===== config.mk =====
export PLATFORM = sky130hd
export DESIGN_NAME = quaternion_smallest_three_encoder_unit_flat
export DESIGN_NICKNAME = d
export VERILOG_FILES = /design/src/design/qste_pkg.sv /design/src/design/qste_if.sv /design/src/design/qste_quant.sv /design/src/design/quaternion_smallest_three_encoder_unit.sv /design/src/flat_wrapper.sv
export SDC_FILE = /design/constraint.sdc
export NUM_CORES = 2
export LEC_CHECK = 0
export BUFFER_PORTS_ARGS = -buffer_cell sky130_fd_sc_hd__buf_2
export CAP_MARGIN = 25
export CORE_MARGIN = 2
export CORE_UTILIZATION = 30
export DETAILED_ROUTE_END_ITERATION = 10
export MAX_ROUTING_LAYER = met4
export SLEW_MARGIN = 10
export SYNTH_ARGS = -nofsm -noshare
export SYNTH_HDL_FRONTEND = slang
export SYNTH_SLANG_ARGS = --single-unit
export TNS_END_PERCENT = 100

===== constraint.sdc =====
create_clock -name i_clk -period 7 [get_ports i_clk]
set_clock_uncertainty 0.05 [all_clocks]
set_input_delay 0.7 -clock i_clk [delete_from_list [all_inputs] [get_ports i_clk]]
set_output_delay 0.7 -clock i_clk [all_outputs]
set_load 0.01 [all_outputs]

===== src/design/qste_pkg.sv =====
`default_nettype none
// ----------------------------------------------------------------------------
// qste_pkg
// Shared types and constants of the smallest-three quaternion encoder.
// ----------------------------------------------------------------------------
package qste_pkg;

    // Fixed-point format of the quaternion components
    localparam int FRAC_BITS     = 16;
    localparam int IN_W          = 18;
    localparam int MAG_W         = IN_W;
    localparam int V_W           = IN_W + 1;

    // Codes
    localparam int MAX_CODE_BITS = 16;
    localparam int CODE_W        = 16;
    localparam int N_W           = 5;
    localparam int MAIN_W        = 32;
    localparam int EXTRA_W       = 16;
    localparam int IDX_W         = 2;
    localparam int MIN_CODE_BITS = 2;

    // Code widths of the fixed packed layouts
    localparam int W_FMT9        = 9;
    localparam int W_FMT10       = 10;
    localparam int W_FMT15       = 15;

    // Quantizer bound B = 46341/65536, scaled to the component format
    localparam longint unsigned BOUND_Q16 = 64'd46341;
    localparam int IN_SHL  = (FRAC_BITS < 16) ? (16 - FRAC_BITS) : 0;
    localparam longint unsigned OFFSET = (FRAC_BITS >= 16) ?
                                         (BOUND_Q16 << (FRAC_BITS - 16)) : BOUND_Q16;
    localparam longint unsigned DEN    = 2 * OFFSET;
    localparam int DEN_W   = $clog2(DEN);
    localparam int A_W     = (((V_W + IN_SHL) > (DEN_W + 1)) ?
                              (V_W + IN_SHL) : (DEN_W + 1)) + 1;

    // Rounded division by DEN through a reciprocal with one correction step
    localparam int NUM_W   = DEN_W + MAX_CODE_BITS;
    localparam longint unsigned RECIP = (64'd1 << NUM_W) / DEN;
    localparam int RCP_W   = MAX_CODE_BITS + 2;
    localparam int REM_W   = DEN_W + 1;

    // Configuration port
    localparam int CFG_IDX_W  = 1;
    localparam int CFG_DATA_W = 5;

    typedef enum logic [CFG_IDX_W-1:0] {
        CFG_CODE_BITS   = 1'b0,
        CFG_PACK_FORMAT = 1'b1
    } t_cfg_idx;

    typedef enum logic [1:0] {
        PACK_NONE = 2'd0,
        PACK_W9   = 2'd1,
        PACK_W10  = 2'd2,
        PACK_W15  = 2'd3
    } t_pack_fmt;

    localparam logic [N_W-1:0] RST_CODE_BITS = N_W'(9);

    // Per-lane pipeline control
    typedef struct packed {
        logic           en3;
        logic           en4;
        logic           en5;
        logic [N_W-1:0] n;
    } t_lane_ctrl;

endpackage
`default_nettype wire


===== src/design/qste_if.sv =====
`default_nettype none
// ----------------------------------------------------------------------------
// qste_if
// Valid/ready channels carrying quaternion words in and encoded words out.
// ----------------------------------------------------------------------------
interface qste_in_if;
    logic                                valid;
    logic                                ready;
    logic signed [qste_pkg::IN_W-1:0]    comp_x;
    logic signed [qste_pkg::IN_W-1:0]    comp_y;
    logic signed [qste_pkg::IN_W-1:0]    comp_z;
    logic signed [qste_pkg::IN_W-1:0]    comp_w;

    modport source (output valid, comp_x, comp_y, comp_z, comp_w, input ready);
    modport sink   (input valid, comp_x, comp_y, comp_z, comp_w, output ready);
endinterface

interface qste_out_if;
    logic                                valid;
    logic                                ready;
    logic [qste_pkg::CODE_W-1:0]         code_first;
    logic [qste_pkg::CODE_W-1:0]         code_second;
    logic [qste_pkg::CODE_W-1:0]         code_third;
    logic [qste_pkg::IDX_W-1:0]          dropped_index;
    logic                                largest_positive;
    logic [qste_pkg::MAIN_W-1:0]         packed_main;
    logic [qste_pkg::EXTRA_W-1:0]        packed_extra;

    modport source (output valid, code_first, code_second, code_third, dropped_index,
                    largest_positive, packed_main, packed_extra, input ready);
    modport sink   (input valid, code_first, code_second, code_third, dropped_index,
                    largest_positive, packed_main, packed_extra, output ready);
endinterface
`default_nettype wire


===== src/design/qste_quant.sv =====
`default_nettype none
// ----------------------------------------------------------------------------
// qste_quant
// One quantizer lane: code = round(a * (2^n - 1) / DEN), three stages deep.
// ----------------------------------------------------------------------------
module qste_quant (
    input  wire logic                              i_clk,
    input  wire qste_pkg::t_lane_ctrl              i_ctrl,
    input  wire logic [qste_pkg::DEN_W-1:0]        i_a,
    input  wire logic                              i_zero,
    input  wire logic                              i_sat,
    output logic [qste_pkg::CODE_W-1:0]            o_code
);

    localparam int MW1  = qste_pkg::MAX_CODE_BITS + 1;
    localparam int PR_W = qste_pkg::NUM_W + qste_pkg::RCP_W;

    logic [MW1-1:0]                       m_full;
    logic [qste_pkg::NUM_W-1:0]           n_num;
    logic [PR_W-1:0]                      n_prod;
    logic [qste_pkg::NUM_W-1:0]           n_qd;
    logic [qste_pkg::REM_W-1:0]           rem;

    logic [qste_pkg::NUM_W-1:0]           r3_num;
    logic                                 r3_zero, r3_sat;
    logic [qste_pkg::CODE_W-1:0]          r3_m;

    logic [qste_pkg::CODE_W-1:0]          r4_q0;
    logic [qste_pkg::REM_W-1:0]           r4_num;
    logic                                 r4_zero, r4_sat;
    logic [qste_pkg::CODE_W-1:0]          r4_m;

    logic [qste_pkg::CODE_W-1:0]          r5_q0;
    logic [qste_pkg::REM_W-1:0]           r5_num;
    logic [qste_pkg::REM_W-1:0]           r5_qd;
    logic                                 r5_zero, r5_sat;
    logic [qste_pkg::CODE_W-1:0]          r5_m;

    // a * m + DEN/2 with m = 2^n - 1 done as shift and subtract
    assign m_full = (MW1'(1) << i_ctrl.n) - MW1'(1);
    assign n_num  = (qste_pkg::NUM_W'(i_a) << i_ctrl.n) - qste_pkg::NUM_W'(i_a)
                    + qste_pkg::NUM_W'(qste_pkg::OFFSET);

    always_ff @(posedge i_clk) begin
        if (i_ctrl.en3) begin
            r3_num  <= n_num;
            r3_zero <= i_zero;
            r3_sat  <= i_sat;
            r3_m    <= m_full[qste_pkg::CODE_W-1:0];
        end
    end

    // Estimate quotient; it is the exact one or one short
    assign n_prod = PR_W'(r3_num) * PR_W'(qste_pkg::RCP_W'(qste_pkg::RECIP));

    always_ff @(posedge i_clk) begin
        if (i_ctrl.en4) begin
            r4_q0   <= n_prod[qste_pkg::NUM_W +: qste_pkg::CODE_W];
            r4_num  <= r3_num[qste_pkg::REM_W-1:0];
            r4_zero <= r3_zero;
            r4_sat  <= r3_sat;
            r4_m    <= r3_m;
        end
    end

    assign n_qd = qste_pkg::NUM_W'(r4_q0) * qste_pkg::NUM_W'(qste_pkg::DEN);

    always_ff @(posedge i_clk) begin
        if (i_ctrl.en5) begin
            r5_q0   <= r4_q0;
            r5_num  <= r4_num;
            r5_qd   <= n_qd[qste_pkg::REM_W-1:0];
            r5_zero <= r4_zero;
            r5_sat  <= r4_sat;
            r5_m    <= r4_m;
        end
    end

    // Remainder below 2*DEN: one compare settles the quotient
    assign rem = r5_num - r5_qd;

    always_comb begin
        if (r5_zero) begin
            o_code = '0;
        end else if (r5_sat) begin
            o_code = r5_m;
        end else if (rem >= qste_pkg::REM_W'(qste_pkg::DEN)) begin
            o_code = r5_q0 + qste_pkg::CODE_W'(1);
        end else begin
            o_code = r5_q0;
        end
    end

endmodule
`default_nettype wire


===== src/design/quaternion_smallest_three_encoder_unit.sv =====
// A word taken into the stage 1 registers moves on through the stage 2 to stage 6
// registers in order and waits in the output register until it is taken.
// Throughput: one word per cycle unless the output stalls; six register stages,
// each moving on its own ready. A stalled output only blocks stages that hold data,
// so bubbles still fill. Reset (synchronous, active low) empties the pipeline
// and sets code_bits to 9 and pack_format to the nine-bit word layout.
`default_nettype none
// ----------------------------------------------------------------------------
// quaternion_smallest_three_encoder_unit
// Smallest-three encoder for unit quaternions: drops the largest component,
// quantizes the other three and packs them into the selected word layout, if any.
// ----------------------------------------------------------------------------
module quaternion_smallest_three_encoder_unit (
    input  wire logic                               i_clk,
    input  wire logic                               i_rst_n,
    input  wire logic                               i_cfg_we,
    input  wire logic [qste_pkg::CFG_IDX_W-1:0]     i_cfg_idx,
    input  wire logic [qste_pkg::CFG_DATA_W-1:0]    i_cfg_data,
    qste_in_if.sink                                 i_in,
    qste_out_if.source                              o_out
);

    localparam int NST = 6;

    // ------------------------------------------------------------------
    // Configuration registers
    // ------------------------------------------------------------------
    logic [qste_pkg::N_W-1:0]   r_code_bits;
    qste_pkg::t_pack_fmt        r_pack_format;

    always_ff @(posedge i_clk) begin
        if (!i_rst_n) begin
            r_code_bits   <= qste_pkg::RST_CODE_BITS;
            r_pack_format <= qste_pkg::PACK_W9;
        end else if (i_cfg_we) begin
            case (qste_pkg::t_cfg_idx'(i_cfg_idx))
                qste_pkg::CFG_CODE_BITS: begin
                    r_code_bits <= i_cfg_data[qste_pkg::N_W-1:0];
                end
                qste_pkg::CFG_PACK_FORMAT: begin
                    r_pack_format <= qste_pkg::t_pack_fmt'(i_cfg_data[1:0]);
                end
                default: begin
                    r_code_bits <= r_code_bits;
                end
            endcase
        end
    end

    // ------------------------------------------------------------------
    // Stage flow control: a stage advances when empty or when the next
    // one advances. Valid bits travel with the data.
    // ------------------------------------------------------------------
    logic [NST:1]   r_vld;
    logic [NST+1:1] en;

    always_comb begin
        en[NST+1] = o_out.ready;
        for (int k = NST; k >= 1; k--) begin
            en[k] = !r_vld[k] || en[k+1];
        end
    end

    assign i_in.ready  = en[1];
    assign o_out.valid = r_vld[NST];

    always_ff @(posedge i_clk) begin
        if (!i_rst_n) begin
            r_vld <= '0;
        end else begin
            if (en[1]) begin
                r_vld[1] <= i_in.valid;
            end
            for (int k = 2; k <= NST; k++) begin
                if (en[k]) begin
                    r_vld[k] <= r_vld[k-1];
                end
            end
        end
    end

    // ------------------------------------------------------------------
    // Stage 1: find the largest magnitude (lowest index wins a tie),
    // its sign, and the active code width.
    // ------------------------------------------------------------------
    logic signed [qste_pkg::IN_W-1:0]  s1_comp [4];
    logic [qste_pkg::MAG_W-1:0]        s1_mag  [4];
    logic                              s1_sel01, s1_sel23, s1_pick;
    logic [qste_pkg::MAG_W-1:0]        s1_m01, s1_m23;
    logic [qste_pkg::IDX_W-1:0]        s1_idx;
    logic [qste_pkg::N_W-1:0]          s1_n;

    assign s1_comp[0] = i_in.comp_x;
    assign s1_comp[1] = i_in.comp_y;
    assign s1_comp[2] = i_in.comp_z;
    assign s1_comp[3] = i_in.comp_w;

    always_comb begin
        for (int i = 0; i < 4; i++) begin
            // most negative input maps to 2^17, still fits unsigned
            s1_mag[i] = s1_comp[i][qste_pkg::IN_W-1] ?
                        (~s1_comp[i] + qste_pkg::MAG_W'(1)) : s1_comp[i];
        end
        s1_sel01 = s1_mag[1] > s1_mag[0];
        s1_sel23 = s1_mag[3] > s1_mag[2];
        s1_m01   = s1_sel01 ? s1_mag[1] : s1_mag[0];
        s1_m23   = s1_sel23 ? s1_mag[3] : s1_mag[2];
        s1_pick  = s1_m23 > s1_m01;
        s1_idx   = s1_pick ? {1'b1, s1_sel23} : {1'b0, s1_sel01};
    end

    always_comb begin
        case (r_pack_format)
            qste_pkg::PACK_W9:  s1_n = qste_pkg::N_W'(qste_pkg::W_FMT9);
            qste_pkg::PACK_W10: s1_n = qste_pkg::N_W'(qste_pkg::W_FMT10);
            qste_pkg::PACK_W15: s1_n = qste_pkg::N_W'(qste_pkg::W_FMT15);
            default: begin
                // fields only: clamp the programmed width
                if (r_code_bits < qste_pkg::N_W'(qste_pkg::MIN_CODE_BITS)) begin
                    s1_n = qste_pkg::N_W'(qste_pkg::MIN_CODE_BITS);
                end else if (r_code_bits > qste_pkg::N_W'(qste_pkg::MAX_CODE_BITS)) begin
                    s1_n = qste_pkg::N_W'(qste_pkg::MAX_CODE_BITS);
                end else begin
                    s1_n = r_code_bits;
                end
            end
        endcase
    end

    logic signed [qste_pkg::IN_W-1:0]  r1_comp [4];
    logic [qste_pkg::IDX_W-1:0]        r1_idx;
    logic                              r1_sign;
    logic [qste_pkg::N_W-1:0]          r1_n;
    qste_pkg::t_pack_fmt               r1_fmt;

    always_ff @(posedge i_clk) begin
        if (en[1]) begin
            for (int i = 0; i < 4; i++) begin
                r1_comp[i] <= s1_comp[i];
            end
            r1_idx  <= s1_idx;
            // zero counts as non-negative
            r1_sign <= !s1_comp[s1_idx][qste_pkg::IN_W-1];
            r1_n    <= s1_n;
            r1_fmt  <= r_pack_format;
        end
    end

    // ------------------------------------------------------------------
    // Stage 2: take the three kept components in index order, negate them
    // when the dropped one is negative, and add the bound offset.
    // ------------------------------------------------------------------
    logic signed [qste_pkg::IN_W-1:0]  s2_keep [3];
    logic signed [qste_pkg::V_W-1:0]   s2_v    [3];
    logic signed [qste_pkg::A_W-1:0]   s2_a    [3];
    logic                              s2_zero [3];
    logic                              s2_sat  [3];

    always_comb begin
        s2_keep[0] = (r1_idx == qste_pkg::IDX_W'(0)) ? r1_comp[1] : r1_comp[0];
        s2_keep[1] = (r1_idx <= qste_pkg::IDX_W'(1)) ? r1_comp[2] : r1_comp[1];
        s2_keep[2] = (r1_idx == qste_pkg::IDX_W'(3)) ? r1_comp[2] : r1_comp[3];
        for (int j = 0; j < 3; j++) begin
            s2_v[j]    = r1_sign ? qste_pkg::V_W'(s2_keep[j]) : -qste_pkg::V_W'(s2_keep[j]);
            s2_a[j]    = (qste_pkg::A_W'(s2_v[j]) <<< qste_pkg::IN_SHL)
                         + qste_pkg::A_W'(qste_pkg::OFFSET);
            s2_zero[j] = s2_a[j][qste_pkg::A_W-1] || (s2_a[j] == '0);
            s2_sat[j]  = !s2_a[j][qste_pkg::A_W-1] &&
                         (s2_a[j] >= qste_pkg::A_W'(qste_pkg::DEN));
        end
    end

    logic [qste_pkg::DEN_W-1:0]        r2_a    [3];
    logic                              r2_zero [3];
    logic                              r2_sat  [3];
    logic [qste_pkg::IDX_W-1:0]        r2_idx;
    logic                              r2_sign;
    logic [qste_pkg::N_W-1:0]          r2_n;
    qste_pkg::t_pack_fmt               r2_fmt;

    always_ff @(posedge i_clk) begin
        if (en[2]) begin
            for (int j = 0; j < 3; j++) begin
                r2_a[j]    <= s2_a[j][qste_pkg::DEN_W-1:0];
                r2_zero[j] <= s2_zero[j];
                r2_sat[j]  <= s2_sat[j];
            end
            r2_idx  <= r1_idx;
            r2_sign <= r1_sign;
            r2_n    <= r1_n;
            r2_fmt  <= r1_fmt;
        end
    end

    // ------------------------------------------------------------------
    // Stages 3 to 5: three quantizer lanes; side data rides alongside.
    // ------------------------------------------------------------------
    qste_pkg::t_lane_ctrl          lane_ctrl;
    logic [qste_pkg::CODE_W-1:0]   lane_code [3];

    assign lane_ctrl.en3 = en[3];
    assign lane_ctrl.en4 = en[4];
    assign lane_ctrl.en5 = en[5];
    assign lane_ctrl.n   = r2_n;

    for (genvar j = 0; j < 3; j++) begin : g_lane
        qste_quant u_quant (
            .i_clk  (i_clk),
            .i_ctrl (lane_ctrl),
            .i_a    (r2_a[j]),
            .i_zero (r2_zero[j]),
            .i_sat  (r2_sat[j]),
            .o_code (lane_code[j])
        );
    end

    logic [qste_pkg::IDX_W-1:0]   r3_idx, r4_idx, r5_idx;
    logic                         r3_sign, r4_sign, r5_sign;
    qste_pkg::t_pack_fmt          r3_fmt, r4_fmt, r5_fmt;

    always_ff @(posedge i_clk) begin
        if (en[3]) begin
            r3_idx  <= r2_idx;
            r3_sign <= r2_sign;
            r3_fmt  <= r2_fmt;
        end
        if (en[4]) begin
            r4_idx  <= r3_idx;
            r4_sign <= r3_sign;
            r4_fmt  <= r3_fmt;
        end
        if (en[5]) begin
            r5_idx  <= r4_idx;
            r5_sign <= r4_sign;
            r5_fmt  <= r4_fmt;
        end
    end

    // ------------------------------------------------------------------
    // Stage 6: pack the word layout and hold the result for the sink.
    // ------------------------------------------------------------------
    logic [qste_pkg::MAIN_W-1:0]  n_main;
    logic [qste_pkg::EXTRA_W-1:0] n_extra;

    always_comb begin
        n_main  = '0;
        n_extra = '0;
        case (r5_fmt)
            qste_pkg::PACK_W9: begin
                n_main = {1'b0, r5_sign, 1'b0, r5_idx,
                          lane_code[2][qste_pkg::W_FMT9-1:0],
                          lane_code[1][qste_pkg::W_FMT9-1:0],
                          lane_code[0][qste_pkg::W_FMT9-1:0]};
            end
            qste_pkg::PACK_W10: begin
                n_main = {r5_idx,
                          lane_code[2][qste_pkg::W_FMT10-1:0],
                          lane_code[1][qste_pkg::W_FMT10-1:0],
                          lane_code[0][qste_pkg::W_FMT10-1:0]};
            end
            qste_pkg::PACK_W15: begin
                n_main  = {r5_idx,
                           lane_code[1][qste_pkg::W_FMT15-1:0],
                           lane_code[0][qste_pkg::W_FMT15-1:0]};
                n_extra = {r5_sign, lane_code[2][qste_pkg::W_FMT15-1:0]};
            end
            default: begin
                // fields only: packed words stay zero
                n_main  = '0;
                n_extra = '0;
            end
        endcase
    end

    logic [qste_pkg::CODE_W-1:0]  r6_code [3];
    logic [qste_pkg::IDX_W-1:0]   r6_idx;
    logic                         r6_sign;
    logic [qste_pkg::MAIN_W-1:0]  r6_main;
    logic [qste_pkg::EXTRA_W-1:0] r6_extra;

    always_ff @(posedge i_clk) begin
        if (en[6]) begin
            for (int j = 0; j < 3; j++) begin
                r6_code[j] <= lane_code[j];
            end
            r6_idx   <= r5_idx;
            r6_sign  <= r5_sign;
            r6_main  <= n_main;
            r6_extra <= n_extra;
        end
    end

    assign o_out.code_first       = r6_code[0];
    assign o_out.code_second      = r6_code[1];
    assign o_out.code_third       = r6_code[2];
    assign o_out.dropped_index    = r6_idx;
    assign o_out.largest_positive = r6_sign;
    assign o_out.packed_main      = r6_main;
    assign o_out.packed_extra     = r6_extra;

endmodule
`default_nettype wire

===== src/flat_wrapper.sv =====
// flat-port wrapper written by rule: the top's interface ports become plain ports
module quaternion_smallest_three_encoder_unit_flat 
  (i_clk, i_rst_n, i_cfg_we, i_cfg_idx, i_cfg_data, i_in_valid, i_in_comp_x, i_in_comp_y, i_in_comp_z, i_in_comp_w, i_in_ready, o_out_valid, o_out_code_first, o_out_code_second, o_out_code_third, o_out_dropped_index, o_out_largest_positive, o_out_packed_main, o_out_packed_extra, o_out_ready);
  qste_in_if i_in_i ();
  qste_out_if o_out_i ();
  input  wire logic i_clk;
  input  wire logic i_rst_n;
  input  wire logic i_cfg_we;
  input  wire logic [qste_pkg::CFG_IDX_W-1:0] i_cfg_idx;
  input  wire logic [qste_pkg::CFG_DATA_W-1:0] i_cfg_data;
  input wire logic [$bits(i_in_i.valid)-1:0] i_in_valid;
  input wire logic [$bits(i_in_i.comp_x)-1:0] i_in_comp_x;
  input wire logic [$bits(i_in_i.comp_y)-1:0] i_in_comp_y;
  input wire logic [$bits(i_in_i.comp_z)-1:0] i_in_comp_z;
  input wire logic [$bits(i_in_i.comp_w)-1:0] i_in_comp_w;
  output wire logic [$bits(i_in_i.ready)-1:0] i_in_ready;
  output wire logic [$bits(o_out_i.valid)-1:0] o_out_valid;
  output wire logic [$bits(o_out_i.code_first)-1:0] o_out_code_first;
  output wire logic [$bits(o_out_i.code_second)-1:0] o_out_code_second;
  output wire logic [$bits(o_out_i.code_third)-1:0] o_out_code_third;
  output wire logic [$bits(o_out_i.dropped_index)-1:0] o_out_dropped_index;
  output wire logic [$bits(o_out_i.largest_positive)-1:0] o_out_largest_positive;
  output wire logic [$bits(o_out_i.packed_main)-1:0] o_out_packed_main;
  output wire logic [$bits(o_out_i.packed_extra)-1:0] o_out_packed_extra;
  input wire logic [$bits(o_out_i.ready)-1:0] o_out_ready;
  assign i_in_i.valid = i_in_valid;
  assign i_in_i.comp_x = i_in_comp_x;
  assign i_in_i.comp_y = i_in_comp_y;
  assign i_in_i.comp_z = i_in_comp_z;
  assign i_in_i.comp_w = i_in_comp_w;
  assign i_in_ready = i_in_i.ready;
  assign o_out_valid = o_out_i.valid;
  assign o_out_code_first = o_out_i.code_first;
  assign o_out_code_second = o_out_i.code_second;
  assign o_out_code_third = o_out_i.code_third;
  assign o_out_dropped_index = o_out_i.dropped_index;
  assign o_out_largest_positive = o_out_i.largest_positive;
  assign o_out_packed_main = o_out_i.packed_main;
  assign o_out_packed_extra = o_out_i.packed_extra;
  assign o_out_i.ready = o_out_ready;
  quaternion_smallest_three_encoder_unit u_core (.i_clk(i_clk), .i_rst_n(i_rst_n), .i_cfg_we(i_cfg_we), .i_cfg_idx(i_cfg_idx), .i_cfg_data(i_cfg_data), .i_in(i_in_i), .o_out(o_out_i));
endmodule

==> results.sh <==
export IMPL_post_place_cells=9281
export IMPL_cp_slowest_cell="fa_1"
export IMPL_ys_seq_area_share_pct=31.1
export IMPL_ys_warnings_count=0
export IMPL_max_cap_violations=0
export IMPL_syn_num_nets=7845
export IMPL_netlist_area_leader_share_pct=30.7
export IMPL_cpLargestDelayFamily="adder cells"
export IMPL_clk_path_buf_depth=3
export IMPL_synth_seq_cells=684
export IMPL_min_path_cells=1
export IMPL_status="finished, final reports clean"
export IMPL_synth_top_cells_by_area="edfxtp_1, ha_1, fa_1, inv_1, xnor2_1"
export IMPL_area_growth_pct=11.2
export IMPL_core_sq_mm=0.217
export IMPL_final_cells=9445
export IMPL_yosysMostFrequentCell="inv_1"
export IMPL_first_global_vias=46600
export IMPL_ys_types=89
export IMPL_cts_clk_slew_worst_paths_ns=0.06
export IMPL_layout_worst_path_cycle_share_pct=95.8
export IMPL_dieArea_sq_mm=0.223
export IMPL_synth_edf_count=671
export IMPL_synthFlopType="edfxtp_1"
export IMPL_yosysTopAreaCell="edfxtp_1"
export IMPL_ys_top_cells_by_count="inv_1, ha_1, edfxtp_1, fa_1, nor2_1"
export IMPL_start_util_pct=30.2
export IMPL_finalMaxSlewViolations=0
export IMPL_critPathBufInv=3
export IMPL_synth_area_sq_mm=0.0657
export IMPL_antenna_found_initial=7
export IMPL_place_congestion=0.922
export IMPL_worst_setup_path_start_kind="flip-flop"
export IMPL_routed_wl_um=170000
export IMPL_die_x_um=472
export IMPL_ctsRootBufferMaster="clkbuf_16"
export IMPL_ant_nets=0
export IMPL_async_flop_share_pct=0
export IMPL_crit_required_ns=7.41
export IMPL_drt_iter0_drc=3120
export IMPL_period_needed_ns=6.70
export IMPL_layout_nets=8058
export IMPL_drive_above_1_share_pct=7.50
export IMPL_max_freq_ghz=0.149
export IMPL_place_hpwl_um=141000
export IMPL_crit_top_cell="fa_1"
export IMPL_overflow=0
export IMPL_boundaryPins=184
export IMPL_arrival_ns=7.12
export IMPL_postSynthCellCount=6308
export IMPL_hold_violations=0
export IMPL_htreeDepth=3
export IMPL_numPortBuffers=183
export IMPL_r2r_cells=21
export IMPL_cts_buffers=81
export IMPL_crit_chain="ha_1 > inv_1 > fa_1 > fa_1 > fa_1 > fa_1 > fa_1 > inv_1 > ha_1 > a21oi_1 > o21ai_0 > a221oi_1 > o21ai_0 > a311oi_2 > buf_4 > a211oi_1 > a21o_1 > a211oi_2 > o2bb2ai_1 > o21bai_1 > xnor2_1"
export IMPL_num_vias=46100
export IMPL_cts_sinks=684
export IMPL_worstSkewPairLatency_ns=0.73
export IMPL_track_usage_pct=15.6
export IMPL_fillers=21900
export IMPL_avgSynthCellArea_sq_um=10.4
export IMPL_worst_pin_slew_ns=1.07
export IMPL_path_class="reg -> reg"
export IMPL_via_per_inst=4.88
export IMPL_wire_per_inst_um=18.0
export IMPL_cp_depth=21
export IMPL_hp_class="in -> reg"
export IMPL_grt_pass1_wl_um=268000
export IMPL_critPathCaptureType="flip-flop"
export IMPL_drtPass1Iterations=6
export IMPL_die_h_um=472
export IMPL_crit_path_max_incr_delay_ns=0.56
export IMPL_relSlewSlack_pct=28.4
export IMPL_setup_viol=0
export IMPL_num_rows=171
export IMPL_grt_max_degree=152
export IMPL_drc_errors=0
export IMPL_cts_tree="built"
export IMPL_hold_buffers=0
export IMPL_path_max_fanout=5
[flip-flops by register name, summed over array words and instances, names as in the netlist, 5 cells and up]
signal	cells
u_core.o_out.packed_extra	16
u_core.r2_n	5
u_core.g_lane.u_quant.r5_qd	45
u_core.r_code_bits	5
u_core.r_vld	6
u_core.g_lane.u_quant.r5_q0	48
u_core.r1_n	5
u_core.g_lane.u_quant.r3_num	99
u_core.g_lane.u_quant.r3_m	16
u_core.g_lane.u_quant.r4_num	51
u_core.g_lane.u_quant.r4_q0	48
u_core.r6_code	48
u_core.g_lane.u_quant.r5_num	51
u_core.o_out.packed_main	32
u_core.r2_a	51
u_core.g_lane.u_quant.r5_m	16
u_core.r1_comp	72
u_core.g_lane.u_quant.r4_m	16
[kinds of logic after synthesis]
kind of cell	Yosys count	synth area share [%]
buf+inv	1238	7.14
simple gates	1196	9.08
xor+xnor	400	5.33
flops	684	31.1
compound gates	1177	11.8
mux	159	2.73
fa+ha+maj	1454	32.9
[path summary, 6_finish.rpt]
path	start	end	slack (ns)
max reg2reg	u_core.g_lane[1].u_quant.r3_num[15]$_DFFE_PP_	u_core.g_lane[1].u_quant.r4_q0[15]$_DFFE_PP_	0.30
min reg2reg	u_core.g_lane[2].u_quant.r4_num[8]$_DFFE_PP_	u_core.g_lane[2].u_quant.r5_num[8]$_DFFE_PP_	0.34
max	u_core.g_lane[1].u_quant.r3_num[15]$_DFFE_PP_	u_core.g_lane[1].u_quant.r4_q0[15]$_DFFE_PP_	0.30
min	i_in_comp_z[1]	u_core.r1_comp[2][1]$_DFFE_PP_	0.18
[cells in the final DEF, fill, tap and decap left out, drive strengths merged, types with 68 or more instances in the layout]
cell type  count
a21o          94
a21oi        300
buf          262
clkbuf        91
edfxtp       671
fa           453
ha          1001
inv         1118
mux2i        109
nand2        271
nand2b        68
nand3        101
nor2         310
nor3          93
o21a          80
o21ai        237
xnor2        277
xor2         123
[metal layers]
layer  routed length (um)  part of all wire (%)  vias to the layer above  global-route usage (%)
met5                    0                     0                        -                       -
met4                 4450                   2.6                        0                    4.10
met2                74200                    44                     1075                    23.7
met3                 7390                   4.3                      219                    1.81
li1                     -                     -                    22500                       -
met1                84300                    49                    22200                    22.2
[per-stage QoR]
step / instance area [sq um] / hold WS, ns / util, % / worst slack (ns) / setup TNS [ns]
finish: 73100 / 0.178 / 33.6 / 0.296 / 0
floorplan: 65700 / 0.350 / - / 0.673 / 0
global placement: 70200 / 0.351 / 32.3 / 0.165 / 0
detailed placement: 70300 / 0.355 / 32.3 / 0.137 / 0
global route: 73100 / 0.133 / 33.6 / -0.0216 / -0.0223
CTS: 72900 / 0.117 / 33.6 / 0.0940 / 0
[repair_timing]
action	in CTS	in global routing
setup endpoints to repair	0	6
resized for setup	0	3
buffers inserted	0	9
[area by class of cell]
cell class              instances  area, sq um  area share (%)
multi-input cells            4386        40700            55.6
flip-flops and latches        684        20400            27.9
inverters                    1104         4150            5.68
well taps                    2854         3570            4.89
clock buffers                  90         2060            2.82
repair buffers                264         1610            2.20
clock inverters                61          616           0.842
diodes                          2         5.00         0.00685
Power is not shown: default switching activity piles up to over one toggle a cycle in this logic, so the estimate is an artifact.
